[src/design/cjr_pkg.sv]
// Shared types, codes and command-byte tables for the camera chunk reader.
// Used by every module of the block; depends on nothing.
`default_nettype none

package cjr_pkg;

    // Result kinds as seen on the output channel.
    localparam logic [1:0] KIND_CMD  = 2'd0;
    localparam logic [1:0] KIND_IMG  = 2'd1;
    localparam logic [1:0] KIND_DONE = 2'd2;

    // Input operations.
    localparam logic OP_START = 1'b0;
    localparam logic OP_BYTE  = 1'b1;

    // Configuration register indexes.
    localparam logic CFG_FILE_SIZE   = 1'b0;
    localparam logic CFG_CHUNK_BYTES = 1'b1;

    localparam logic [15:0] FILE_SIZE_RESET   = 16'd0;
    localparam logic [15:0] CHUNK_BYTES_RESET = 16'd32;

    // Read command framing bytes.
    localparam logic [7:0] CMD_SYNC  = 8'h56;
    localparam logic [7:0] CMD_SERNO = 8'h00;
    localparam logic [7:0] CMD_READ  = 8'h32;
    localparam logic [7:0] CMD_LEN   = 8'h0C;
    localparam logic [7:0] CMD_MODE  = 8'h0A;
    localparam logic [7:0] CMD_DELAY = 8'h0A;
    localparam logic [7:0] ZERO_BYTE = 8'h00;

    // Acknowledge sequence 76 00 32 00 00.
    localparam logic [7:0] ACK_FIRST  = 8'h76;
    localparam logic [2:0] ACK_LENGTH = 3'd5;
    localparam logic [3:0] CMD_LAST_IDX = 4'd15;

    // Work handed from the control stage to the output stage.
    typedef struct packed {
        logic        valid;
        logic [1:0]  kind;
        logic [7:0]  data;
        logic [15:0] offset;
        logic [15:0] addr;
        logic [15:0] len;
    } t_desc;

    // Expected byte at each position of the acknowledge.
    function automatic logic [7:0] ack_byte(input logic [2:0] idx);
        logic [7:0] b;
        case (idx)
            3'd0:    b = ACK_FIRST;
            3'd2:    b = CMD_READ;
            default: b = ZERO_BYTE;
        endcase
        return b;
    endfunction

    // One byte of the 16-byte read command.
    function automatic logic [7:0] cmd_byte(input logic [3:0] idx,
                                            input logic [15:0] addr,
                                            input logic [15:0] len);
        logic [7:0] b;
        case (idx)
            4'd0:    b = CMD_SYNC;
            4'd1:    b = CMD_SERNO;
            4'd2:    b = CMD_READ;
            4'd3:    b = CMD_LEN;
            4'd5:    b = CMD_MODE;
            4'd8:    b = addr[15:8];
            4'd9:    b = addr[7:0];
            4'd12:   b = len[15:8];
            4'd13:   b = len[7:0];
            4'd15:   b = CMD_DELAY;
            default: b = ZERO_BYTE;
        endcase
        return b;
    endfunction

endpackage

`default_nettype wire

[src/design/cjr_in_if.sv]
// Input channel of the camera chunk reader: start items and received bytes.
// Stands alone; valid/ready handshake.
`default_nettype none

interface cjr_in_if;
    logic       valid;
    logic       ready;
    logic       operation;
    logic [7:0] rx_byte;

    modport source (output valid, output operation, output rx_byte, input ready);
    modport sink   (input valid, input operation, input rx_byte, output ready);
endinterface

`default_nettype wire

[src/design/cjr_out_if.sv]
// Output channel of the camera chunk reader: command bytes, image bytes, done.
// Stands alone; valid/ready handshake.
`default_nettype none

interface cjr_out_if;
    logic        valid;
    logic        ready;
    logic [1:0]  kind;
    logic [7:0]  byte_value;
    logic [15:0] image_offset;
    logic        last;

    modport source (output valid, output kind, output byte_value, output image_offset,
                    output last, input ready);
    modport sink   (input valid, input kind, input byte_value, input image_offset,
                    input last, output ready);
endinterface

`default_nettype wire

[src/design/camera_jpeg_chunk_reader.sv]
// Camera chunk reader top level: ties the control stage to the output stage.
// Depends on cjr_pkg, cjr_in_if, cjr_out_if, cjr_ctrl and cjr_emit.
//
// Usage: the input channel carries words with an operation bit and a
// received byte. A start word (operation 0) sends a 16-byte read command
// for the next chunk, or a single done word if the file is empty. Byte
// words (operation 1) feed the camera's answer: the acknowledge is hunted,
// chunk bytes come out as image words with their file offset, and after
// the closing acknowledge the next command or the done word follows.
// Configuration (file size, chunk size) is to be written by the user through
// the plain write port while the block is idle; the block does not enforce it.
// A word's first result is registered and shows in the cycle after acceptance.
// Throughput: one word per cycle when results are taken at once; a word
// that issues a read command occupies the output register for its sixteen
// command bytes, one per cycle, and the next word is taken as the final
// byte leaves. When the receiver stalls, the output word holds and input
// ready drops until the held result is taken.
// Reset (synchronous, active low) clears all transfer state, empties the
// output register and restores the configuration defaults.
`default_nettype none

module camera_jpeg_chunk_reader (
    input  wire logic        i_clk,
    input  wire logic        i_rst_n,
    input  wire logic        i_cfg_we,
    input  wire logic        i_cfg_index,
    input  wire logic [15:0] i_cfg_data,
    cjr_in_if.sink           i_in,
    cjr_out_if.source        o_out
);

    cjr_pkg::t_desc w_desc;
    logic           w_take;
    logic           w_in_fire;

    assign i_in.ready = w_take;
    assign w_in_fire  = i_in.valid && w_take;

    cjr_ctrl u_ctrl (
        .i_clk       (i_clk),
        .i_rst_n     (i_rst_n),
        .i_cfg_we    (i_cfg_we),
        .i_cfg_index (i_cfg_index),
        .i_cfg_data  (i_cfg_data),
        .i_in_fire   (w_in_fire),
        .i_operation (i_in.operation),
        .i_rx_byte   (i_in.rx_byte),
        .o_desc      (w_desc)
    );

    cjr_emit u_emit (
        .i_clk       (i_clk),
        .i_rst_n     (i_rst_n),
        .i_desc      (w_desc),
        .i_out_ready (o_out.ready),
        .o_take      (w_take),
        .o_valid     (o_out.valid),
        .o_kind      (o_out.kind),
        .o_byte      (o_out.byte_value),
        .o_offset    (o_out.image_offset),
        .o_last      (o_out.last)
    );

    // No new word is taken while a command is still being played out.
    a_cmd_blocks_input: assert property (@(posedge i_clk) disable iff (!i_rst_n)
        (o_out.valid && o_out.kind == cjr_pkg::KIND_CMD && !o_out.last) |-> !i_in.ready)
        else $error("input taken in the middle of a read command");

    // A taken word that is not the last of its group is followed by another.
    a_group_continues: assert property (@(posedge i_clk) disable iff (!i_rst_n)
        (o_out.valid && o_out.ready && !o_out.last) |=> o_out.valid)
        else $error("result group cut short");

    // Image and done words each stand alone.
    a_single_last: assert property (@(posedge i_clk) disable iff (!i_rst_n)
        (o_out.valid && o_out.kind != cjr_pkg::KIND_CMD) |-> o_out.last)
        else $error("image or done word without last");

endmodule

`default_nettype wire

[src/design/cjr_ctrl.sv]
// Control stage: configuration registers, transfer state and acknowledge hunt.
// Depends on cjr_pkg; emits one descriptor per accepted word that has results.
`default_nettype none

module cjr_ctrl (
    input  wire logic          i_clk,
    input  wire logic          i_rst_n,
    input  wire logic          i_cfg_we,
    input  wire logic          i_cfg_index,
    input  wire logic [15:0]   i_cfg_data,
    input  wire logic          i_in_fire,
    input  wire logic          i_operation,
    input  wire logic [7:0]    i_rx_byte,
    output cjr_pkg::t_desc     o_desc
);

    typedef enum logic [1:0] {
        PH_IDLE,
        PH_ACK1,
        PH_DATA,
        PH_ACK2
    } t_phase;

    t_phase      r_phase, n_phase;
    logic [15:0] r_file_size, r_chunk_bytes;
    logic [15:0] r_read_addr, n_read_addr;
    logic [15:0] r_left_file, n_left_file;
    logic [15:0] r_left_chunk, n_left_chunk;
    logic [2:0]  r_ack_cnt, n_ack_cnt;
    logic [15:0] r_offset, n_offset;

    logic [2:0]  w_ack_idx, w_hunt_cnt;
    logic        w_hunt_hit;
    logic [15:0] w_send_left, w_chunk, w_len;
    logic [15:0] w_left_file_dec, w_left_chunk_dec;

    // Acknowledge hunt: a mismatch may still start a new match.
    always_comb begin
        w_ack_idx = (r_ack_cnt < cjr_pkg::ACK_LENGTH) ? r_ack_cnt : 3'd0;
        if (i_rx_byte == cjr_pkg::ack_byte(w_ack_idx)) begin
            w_hunt_cnt = w_ack_idx + 3'd1;
        end else begin
            w_hunt_cnt = (i_rx_byte == cjr_pkg::ACK_FIRST) ? 3'd1 : 3'd0;
        end
        w_hunt_hit = (w_hunt_cnt == cjr_pkg::ACK_LENGTH);
    end

    // Length of the next chunk: a start reloads the file length first.
    always_comb begin
        w_send_left = (i_operation == cjr_pkg::OP_START) ? r_file_size : r_left_file;
        w_chunk     = (r_chunk_bytes == 16'd0) ? 16'd1 : r_chunk_bytes;
        w_len       = (w_send_left < w_chunk) ? w_send_left : w_chunk;
        w_left_file_dec  = (r_left_file  != 16'd0) ? r_left_file  - 16'd1 : 16'd0;
        w_left_chunk_dec = (r_left_chunk != 16'd0) ? r_left_chunk - 16'd1 : 16'd0;
    end

    // Next state and descriptor for one accepted word.
    always_comb begin
        logic do_send;
        do_send      = 1'b0;
        n_phase      = r_phase;
        n_read_addr  = r_read_addr;
        n_left_file  = r_left_file;
        n_left_chunk = r_left_chunk;
        n_ack_cnt    = r_ack_cnt;
        n_offset     = r_offset;
        o_desc       = '0;

        if (i_operation == cjr_pkg::OP_START) begin
            n_left_file = r_file_size;
            n_offset    = 16'd0;
            n_ack_cnt   = 3'd0;
            do_send     = 1'b1;
        end else begin
            case (r_phase)
                PH_ACK1: begin
                    n_ack_cnt = w_hunt_hit ? 3'd0 : w_hunt_cnt;
                    if (w_hunt_hit) begin
                        n_phase = PH_DATA;
                    end
                end
                PH_DATA: begin
                    o_desc.valid  = 1'b1;
                    o_desc.kind   = cjr_pkg::KIND_IMG;
                    o_desc.data   = i_rx_byte;
                    o_desc.offset = r_offset;
                    n_offset      = r_offset + 16'd1;
                    n_left_file   = w_left_file_dec;
                    n_left_chunk  = w_left_chunk_dec;
                    if (w_left_chunk_dec == 16'd0) begin
                        n_ack_cnt = 3'd0;
                        n_phase   = PH_ACK2;
                    end
                end
                PH_ACK2: begin
                    n_ack_cnt = w_hunt_hit ? 3'd0 : w_hunt_cnt;
                    do_send   = w_hunt_hit;
                end
                default: begin
                    n_phase = PH_IDLE;
                end
            endcase
        end

        // Either the next read command or the end of the file.
        if (do_send) begin
            o_desc.valid = 1'b1;
            if (w_send_left == 16'd0) begin
                o_desc.kind = cjr_pkg::KIND_DONE;
                n_phase     = PH_IDLE;
            end else begin
                o_desc.kind  = cjr_pkg::KIND_CMD;
                o_desc.addr  = r_read_addr;
                o_desc.len   = w_len;
                n_read_addr  = r_read_addr + w_len;
                n_left_chunk = w_len;
                n_ack_cnt    = 3'd0;
                n_phase      = PH_ACK1;
            end
        end

        if (!i_in_fire) begin
            o_desc.valid = 1'b0;
        end
    end

    // State and configuration registers.
    always_ff @(posedge i_clk) begin
        if (!i_rst_n) begin
            r_phase       <= PH_IDLE;
            r_file_size   <= cjr_pkg::FILE_SIZE_RESET;
            r_chunk_bytes <= cjr_pkg::CHUNK_BYTES_RESET;
            r_read_addr   <= 16'd0;
            r_left_file   <= 16'd0;
            r_left_chunk  <= 16'd0;
            r_ack_cnt     <= 3'd0;
            r_offset      <= 16'd0;
        end else begin
            if (i_cfg_we) begin
                if (i_cfg_index == cjr_pkg::CFG_FILE_SIZE) begin
                    r_file_size <= i_cfg_data;
                end else begin
                    r_chunk_bytes <= i_cfg_data;
                end
            end
            if (i_in_fire) begin
                r_phase      <= n_phase;
                r_read_addr  <= n_read_addr;
                r_left_file  <= n_left_file;
                r_left_chunk <= n_left_chunk;
                r_ack_cnt    <= n_ack_cnt;
                r_offset     <= n_offset;
            end
        end
    end

endmodule

`default_nettype wire

[src/design/cjr_emit.sv]
// Output stage: holds one descriptor and plays it out as one or sixteen words.
// Depends on cjr_pkg for the descriptor type and command-byte table.
`default_nettype none

module cjr_emit (
    input  wire logic          i_clk,
    input  wire logic          i_rst_n,
    input  wire cjr_pkg::t_desc i_desc,
    input  wire logic          i_out_ready,
    output logic               o_take,
    output logic               o_valid,
    output logic [1:0]         o_kind,
    output logic [7:0]         o_byte,
    output logic [15:0]        o_offset,
    output logic               o_last
);

    logic        r_valid;
    logic [1:0]  r_kind;
    logic [7:0]  r_data;
    logic [15:0] r_offset, r_addr, r_len;
    logic [3:0]  r_idx;
    logic        w_fire;

    // Word currently presented; a command walks through its sixteen bytes.
    always_comb begin
        o_valid  = r_valid;
        o_kind   = r_kind;
        o_offset = r_offset;
        if (r_kind == cjr_pkg::KIND_CMD) begin
            o_byte = cjr_pkg::cmd_byte(r_idx, r_addr, r_len);
            o_last = (r_idx == cjr_pkg::CMD_LAST_IDX);
        end else begin
            o_byte = r_data;
            o_last = 1'b1;
        end
        w_fire = r_valid && i_out_ready;
        o_take = !r_valid || (w_fire && o_last);
    end

    // Descriptor register and byte index.
    always_ff @(posedge i_clk) begin
        if (!i_rst_n) begin
            r_valid <= 1'b0;
            r_idx   <= 4'd0;
        end else if (o_take) begin
            r_valid <= i_desc.valid;
            r_idx   <= 4'd0;
        end else if (w_fire) begin
            r_idx <= r_idx + 4'd1;
        end
    end

    // Payload needs no reset.
    always_ff @(posedge i_clk) begin
        if (o_take && i_desc.valid) begin
            r_kind   <= i_desc.kind;
            r_data   <= i_desc.data;
            r_offset <= i_desc.offset;
            r_addr   <= i_desc.addr;
            r_len    <= i_desc.len;
        end
    end

endmodule

`default_nettype wire

[src/flat_wrapper.sv]
// flat-port wrapper written by rule: the top's interface ports become plain ports
module camera_jpeg_chunk_reader_flat 
  (i_clk, i_rst_n, i_cfg_we, i_cfg_index, i_cfg_data, i_in_valid, i_in_operation, i_in_rx_byte, i_in_ready, o_out_valid, o_out_kind, o_out_byte_value, o_out_image_offset, o_out_last, o_out_ready);
  cjr_in_if i_in_i ();
  cjr_out_if o_out_i ();
  input  wire logic i_clk;
  input  wire logic i_rst_n;
  input  wire logic i_cfg_we;
  input  wire logic i_cfg_index;
  input  wire logic [15:0] i_cfg_data;
  input wire logic [$bits(i_in_i.valid)-1:0] i_in_valid;
  input wire logic [$bits(i_in_i.operation)-1:0] i_in_operation;
  input wire logic [$bits(i_in_i.rx_byte)-1:0] i_in_rx_byte;
  output wire logic [$bits(i_in_i.ready)-1:0] i_in_ready;
  output wire logic [$bits(o_out_i.valid)-1:0] o_out_valid;
  output wire logic [$bits(o_out_i.kind)-1:0] o_out_kind;
  output wire logic [$bits(o_out_i.byte_value)-1:0] o_out_byte_value;
  output wire logic [$bits(o_out_i.image_offset)-1:0] o_out_image_offset;
  output wire logic [$bits(o_out_i.last)-1:0] o_out_last;
  input wire logic [$bits(o_out_i.ready)-1:0] o_out_ready;
  assign i_in_i.valid = i_in_valid;
  assign i_in_i.operation = i_in_operation;
  assign i_in_i.rx_byte = i_in_rx_byte;
  assign i_in_ready = i_in_i.ready;
  assign o_out_valid = o_out_i.valid;
  assign o_out_kind = o_out_i.kind;
  assign o_out_byte_value = o_out_i.byte_value;
  assign o_out_image_offset = o_out_i.image_offset;
  assign o_out_last = o_out_i.last;
  assign o_out_i.ready = o_out_ready;
  camera_jpeg_chunk_reader u_core (.i_clk(i_clk), .i_rst_n(i_rst_n), .i_cfg_we(i_cfg_we), .i_cfg_index(i_cfg_index), .i_cfg_data(i_cfg_data), .i_in(i_in_i), .o_out(o_out_i));
endmodule
[config.mk]
export PLATFORM = sky130hd
export DESIGN_NAME = camera_jpeg_chunk_reader_flat
export DESIGN_NICKNAME = d
export VERILOG_FILES = /design/src/design/cjr_pkg.sv /design/src/design/cjr_in_if.sv /design/src/design/cjr_out_if.sv /design/src/design/camera_jpeg_chunk_reader.sv /design/src/design/cjr_ctrl.sv /design/src/design/cjr_emit.sv /design/src/flat_wrapper.sv
export SDC_FILE = /design/constraint.sdc
export NUM_CORES = 1
export LEC_CHECK = 0
export BUFFER_PORTS_ARGS = -buffer_cell sky130_fd_sc_hd__buf_2
export CAP_MARGIN = 20
export CORE_MARGIN = 2
export CORE_UTILIZATION = 62
export CTS_CLUSTER_SIZE = 20
export DETAILED_ROUTE_END_ITERATION = 8
export PLACE_DENSITY = 0.78
export SETUP_SLACK_MARGIN = 0.2
export SLEW_MARGIN = 20
export SYNTH_ARGS = -nofsm -noshare
export SYNTH_HDL_FRONTEND = slang
export SYNTH_HIERARCHICAL = 1
export SYNTH_SLANG_ARGS = --single-unit
export TNS_END_PERCENT = 10
[constraint.sdc]
create_clock -name i_clk -period 5.22 [get_ports i_clk]
set_input_delay 0.261 -clock i_clk [delete_from_list [all_inputs] [get_ports i_clk]]
set_output_delay 0.261 -clock i_clk [all_outputs]
set_load 0.005 [all_outputs]
### Word level (Yosys, flattened, before mapping)

Cells that the tools add are included.

| word-level totals | value |
|---|---|
| bits in registers | 164 |
| bits of input ports | 31 |

| operators by class | value |
|---|---|
| add/sub/neg operators | 6 |
| order comparisons | 2 |
| equal/unequal tests | 19 |
| mux-type cells | 39 |
| bitwise operators | 4 |
| reduce and logical (&&, ||, !) cells | 25 |

Operator list:

| cell | count |
|---|---|
| $mux W16 | 13 |
| $pmux W8 S8 | 1 |
| $mux W27 | 2 |
| $logic_not A16 Y1 | 3 |
| $reduce_bool A16 Y1 | 2 |
| $sub A16 B1 Y16 const B | 2 |
| $mux W3 | 8 |
| $eq A4 B4 Y1 const B | 5 |
| $add A16 B1 Y16 const B | 1 |
| $add A16 B16 Y16 | 1 |
| $lt A16 B16 Y1 | 1 |
| $pmux W7 S2 | 1 |
| $mux W2 | 5 |
| $eq A4 B2 Y1 const B | 2 |
| $eq A8 B7 Y1 const B | 1 |
| $eq A8 B8 Y1 | 1 |
| $mux W8 | 1 |
| $reduce_and A2 Y1 | 4 |
| $reduce_or A2 Y1 | 4 |
| $mux W1 | 6 |
| $ne A3 B3 Y1 const B | 2 |
| $pmux W2 S3 | 1 |
| $pmux W3 S2 | 1 |
| $reduce_and A5 Y1 | 1 |
| 19 further kinds | 26 |

### Depth between registers and ports, before layout

| logic depth | value |
|---|---|
| depth after elaboration | 12 |
| mapped depth | 24 |

### By module

Netlist, hierarchy kept.

Modules (own cells, without submodules):

| module | instances | cells each | area an instance (µm²) | seq. area each (µm²) |
|---|---|---|---|---|
| cjr_ctrl | 1 | 947 | 7093.1 | 2021.9 |
| cjr_emit | 1 | 162 | 2472.4 | 1841.8 |
| camera_jpeg_chunk_reader | 1 | 1 | 6.3 | 0.0 |

### Worst setup path before layout

OpenSTA, ideal clock, no wires.

| timing | value |
|---|---|
| path type | register to register |
| start | reg u_core.u_ctrl.r_ack_cnt[2] |
| end | reg u_core.u_emit.r_kind[0] (netlist: u_core/u_emit/o_kind[0]), enable pin |
| library setup time | 481 ps |
| arrival | 4263 ps |
| slack | 476 ps |
| stages on the path, launching flop included | 8 |
| path buffers | 0 |
| clock period less this slack | 4744 ps |
| cells stage by stage | dfxtp_1 -> nand2b_1 -> ha_1 -> a2111oi_0 -> o2111a_1 -> a21o_1 -> o21a_1 -> nor2b_1 |

RTL lines:

| item | line | source |
|---|---|---|
| start, declared | cjr_ctrl.sv:29 | `logic [2:0] r_ack_cnt, n_ack_cnt;` |
| start signal, assigned | cjr_ctrl.sv:151 | `r_ack_cnt <= n_ack_cnt;` |
| end signal, assigned | cjr_emit.sv:57 | `r_kind <= i_desc.kind;` |
| end, declared | cjr_emit.sv:19 | `logic [1:0] r_kind;` |

### Worst setup path after layout

| timing | value |
|---|---|
| start | reg u_core.u_ctrl.r_file_size[11] |
| end | reg u_core.u_ctrl.r_read_addr[15] |

| between the ends | value |
|---|---|
| longest elaborated chain between the ends | 4 |
| elaborated cells between the ends (all ways) | 7 |

Ends and longest elaborated chain:

| item | line | source |
|---|---|---|
| start, declared | cjr_ctrl.sv:25 | `logic [15:0] r_file_size, r_chunk_bytes;` |
| start signal, assigned | cjr_ctrl.sv:131 | `r_file_size <= cjr_pkg::FILE_SIZE_RESET;` |
| start signal, assigned | cjr_ctrl.sv:141 | `r_file_size <= i_cfg_data;` |
| $mux W16 * | cjr_ctrl.sv:50 | `w_send_left = (i_operation == cjr_pkg::OP_START) ? r_file_size : r_left_file;` |
| $lt A16 B16 Y1 / $logic_not A16 Y1 (equally long branches) | cjr_ctrl.sv:52, cjr_ctrl.sv:108 |  |
| $mux W16 / $not A1 Y1 (equally long branches) | -- |  |
| $add A16 B16 Y16 / $reduce_and A3 Y1 (equally long branches) | -- |  |
| end signal, assigned | cjr_ctrl.sv:148 | `r_read_addr <= n_read_addr;` |
| end, declared | cjr_ctrl.sv:26 | `logic [15:0] r_read_addr, n_read_addr;` |

Every way passes the cells marked *; elsewhere a longest branch is shown, timed or not.
A chain may end at the register's enable or synchronous reset.

==> flow_summary.toml <==
[die]
cell_row_count = 45
pin_count = 60
die_y_um = 128
die-area_um2 = 16400
initial_core_util_pct = 63.2
coreArea_um2 = 15100
chipWidth_um = 128

[route]
detailedRoute.firstPassIterationCount = 8
via_count = 8252
antenna_left = 0
drc_errors = 0
post_drt_via_cell_ratio = 6.14
post_drt_wl_per_cell_um = 17.4
finalWirelength_mm = 23.4
drt_iter0_markers = 616

[grt]
maximum_number_of_pins_on_one_net_before_global_route_repair = 69
track_usage_pct = 29.0
grt_first_pass_wirelength_mm = 37.9
grt_antenna_before_repair = 0
grt_pass1_vias = 7613
gr-total-overflow = 0

[timing]
final.period_utilization_pct = 86.2
tightestPinTransition_ns = 0.965
slew-limit-headroom_pct = 35.6
maxSlewViolCount = 0
min_period_ns = 4.50
fin_worst_skew_ns = 0.00807
setup_repair_after_global_routing_missed_its_margin = "no"
final_hold_viol_count = 0
upper_clock_frequency_limit_mhz = 222
worst_hold_slack_ns = 0.0843
setup_violations = 0
timing.setup.tns_ns = 0

[placement]
post-place-cells = 1311
finalWeightedCongestion = 0.922
detailed_place.area_um2 = 9920
portBuffers = 59
dp.final_hpwl_mm = 16.6

[clock_tree]
insertion_delay_of_the_later_clocked_pin_in_the_worst_skew_pair_ns = 0.43
cts_root_buf = "clkbuf_16"
cts_tree = "done"
cts_inserted_buffers = 17
postCtsHoldBufs = 0
numClockSinks = 164
setup_fix_buffers_added_after_clock_tree_synthesis = 0
h_tree_lvl_count = 4
clk_pin_slew_ns = 0.07
cts.repair.resized = 0
clock_path_buffers = 2

[run]
maxcap_violations = 0

[layout]
stdcell_area_um2 = 10500
area_of_all_sequential_standard_cells_um2 = 3860
antenna-diode-count = 0
fill_cell_instance_count_of_the_final_layout = 1277
multiInputGateArea_um2 = 5240
area_growth_syn_to_layout_pct = 9.87
finalNonFillerCells = 1343
finalNetCount = 1218
final_layout_size_suffix_gt1_share_pct = 12.6

[yosys]
ys.flop_type = "dfxtp_1"
synth-async-reset-ratio_pct = 0
synthesis.instances = 1110
synth-edff-count = 58
synth_fp_nets = 1186
synthesis.area_per_instance_um2 = 8.62
yosys-top-cells-area = "dfxtp_1 22%, edfxtp_1 18%, nand2_1 6.7%"
yosysUniqueCellTypes = 82
ys_ff_latch = 164
yosysTopAreaCellShare_pct = 22.2
synth_area_um2 = 9570
sequential_to_total_area_share_from_yosys_stat_pct = 40.4
synth_warnings = 6
synth.largest_area_cell = "dfxtp_1"

[worst_setup_path]
crit_type = "register to register"
worst_setup_path_end_kind = "register"
r2r.worst_path.cells = 18
timing.critical_path.required_ns = 5.59
cp_data_arrival_time_ns = 4.87
critical_path_peak_fanout = 12
start_kind = "register"

[power]
max-vdd-ir-drop_mv = 0.415
power_leakage_nw = 4.28
cellPowerDensity_nw_per_um2 = 310

[worst_hold_path]
holdCritPathClass = "input port to register"
holdPathStages = 3

[outcome]
run_status = "complete, no violations"
## metrics by stage
stage                     power, mW  worst slack (ns)  utilization [%]
final                          3.26             0.722             69.4
after global routing           3.40             0.368             69.4
after CTS                      3.27             0.695             69.4
after detailed placement       2.02             0.531             65.5
after global placement         2.01             0.624             65.5
after floorplan                1.86             0.476                -
## sequential cells by signal, indices dropped and copies added, names as in the netlist, 3 cells and up
signal	count
u_core/u_ctrl/r_ack_cnt	3
u_core/u_ctrl/r_chunk_bytes	16
u_core/u_ctrl/r_file_size	16
u_core/u_ctrl/r_left_chunk	16
u_core/u_ctrl/r_left_file	16
u_core/u_ctrl/r_offset	16
u_core/u_ctrl/r_read_addr	16
u_core/u_emit/o_offset	16
u_core/u_emit/r_addr	16
u_core/u_emit/r_data	8
u_core/u_emit/r_idx	4
u_core/u_emit/r_len	16
## area by class of cell
cell class | instances | area share [%]
clock buffers | 17 | 4.05
clock inverters | 15 | 1.56
multi-input cells | 840 | 49.8
repair buffers | 75 | 4.07
flip-flops and latches | 164 | 36.7
well taps | 188 | 2.24
inverters | 44 | 1.57
## synth_stat cells (12+ instances only)
master    count
and2_1       39
ha_1         44
edfxtp_1     58
o21ai_0      87
buf_2        12
a21boi_0     40
mux2i_1      19
dfxtp_1     106
nand2_1     170
clkbuf_1     37
nor3_1       23
nand4_1      13
inv_1        43
nand2b_1     13
or3_1        14
a21o_1       12
xor2_1       21
nor2b_1      20
nand3_1      30
a21oi_1      51
nor2_1       72
and3_1       28
## metal layers
| layer | global-route usage [%] | up-vias | wire, µm |
|---|---|---|---|
| li1 | - | 4015 | - |
| met1 | 38.4 | 3933 | 10600 |
| met2 | 48.4 | 268 | 11100 |
| met3 | 4.97 | 36 | 1260 |
| met4 | 9.76 | 0 | 486 |
| met5 | 0 | - | 0 |
## cell usage in the layout (no fill, tap or decap), drive strengths merged, types with 44 or more instances in the layout
cell type	instances
nor2	75
o21ai	90
buf	75
nand2	170
dfxtp	106
ha	44
a21oi	51
a21boi	44
edfxtp	58
inv	52
## cell families after synthesis
family,count (synthesis),share of synthesized area (%)
xor+xnor,28,2.56
simple gates,462,24.1
buf+inv,106,5.14
compound gates,276,18.7
fa+ha+maj,45,5.96
mux,29,3.16
flops,164,40.4
## path summary, 6_finish.rpt
kind,from,endpoint,slack (ns)
max reg2reg,u_core/u_ctrl/r_file_size[11],u_core/u_ctrl/r_read_addr[15],0.72
min reg2reg,u_core/u_ctrl/r_read_addr[0],u_core/u_ctrl/r_read_addr[0],0.48
max,u_core/u_ctrl/r_file_size[11],u_core/u_ctrl/r_read_addr[15],0.72
min,i_cfg_data[7],u_core/u_ctrl/r_file_size[7],0.08
## power by group
part | switching, mW | internal (mW) | leakage [nW]
registers | 0.0441 | 1.38 | 1.41
logic | 0.365 | 0.221 | 2.57
clock network | 0.574 | 0.680 | 0.287
## critical path: stages, from the launching register on
cell and delay, ns:
dfxtp_1 0.33, nor2b_1 0.15, a21o_1 0.19, ha_1 0.31, a21oi_1 0.18, o21ai_0 0.14
a221oi_1 0.35, o21ai_2 0.18, buf_4 0.23, o21ai_0 0.46, inv_1 0.09, ha_1 0.36
or2_2 0.31, a21oi_1 0.19, nor3_1 0.09, o31ai_1 0.29, xnor2_1 0.12, or3_1 0.32
a21boi_1 0.14
(Power assumes the default switching activity.)
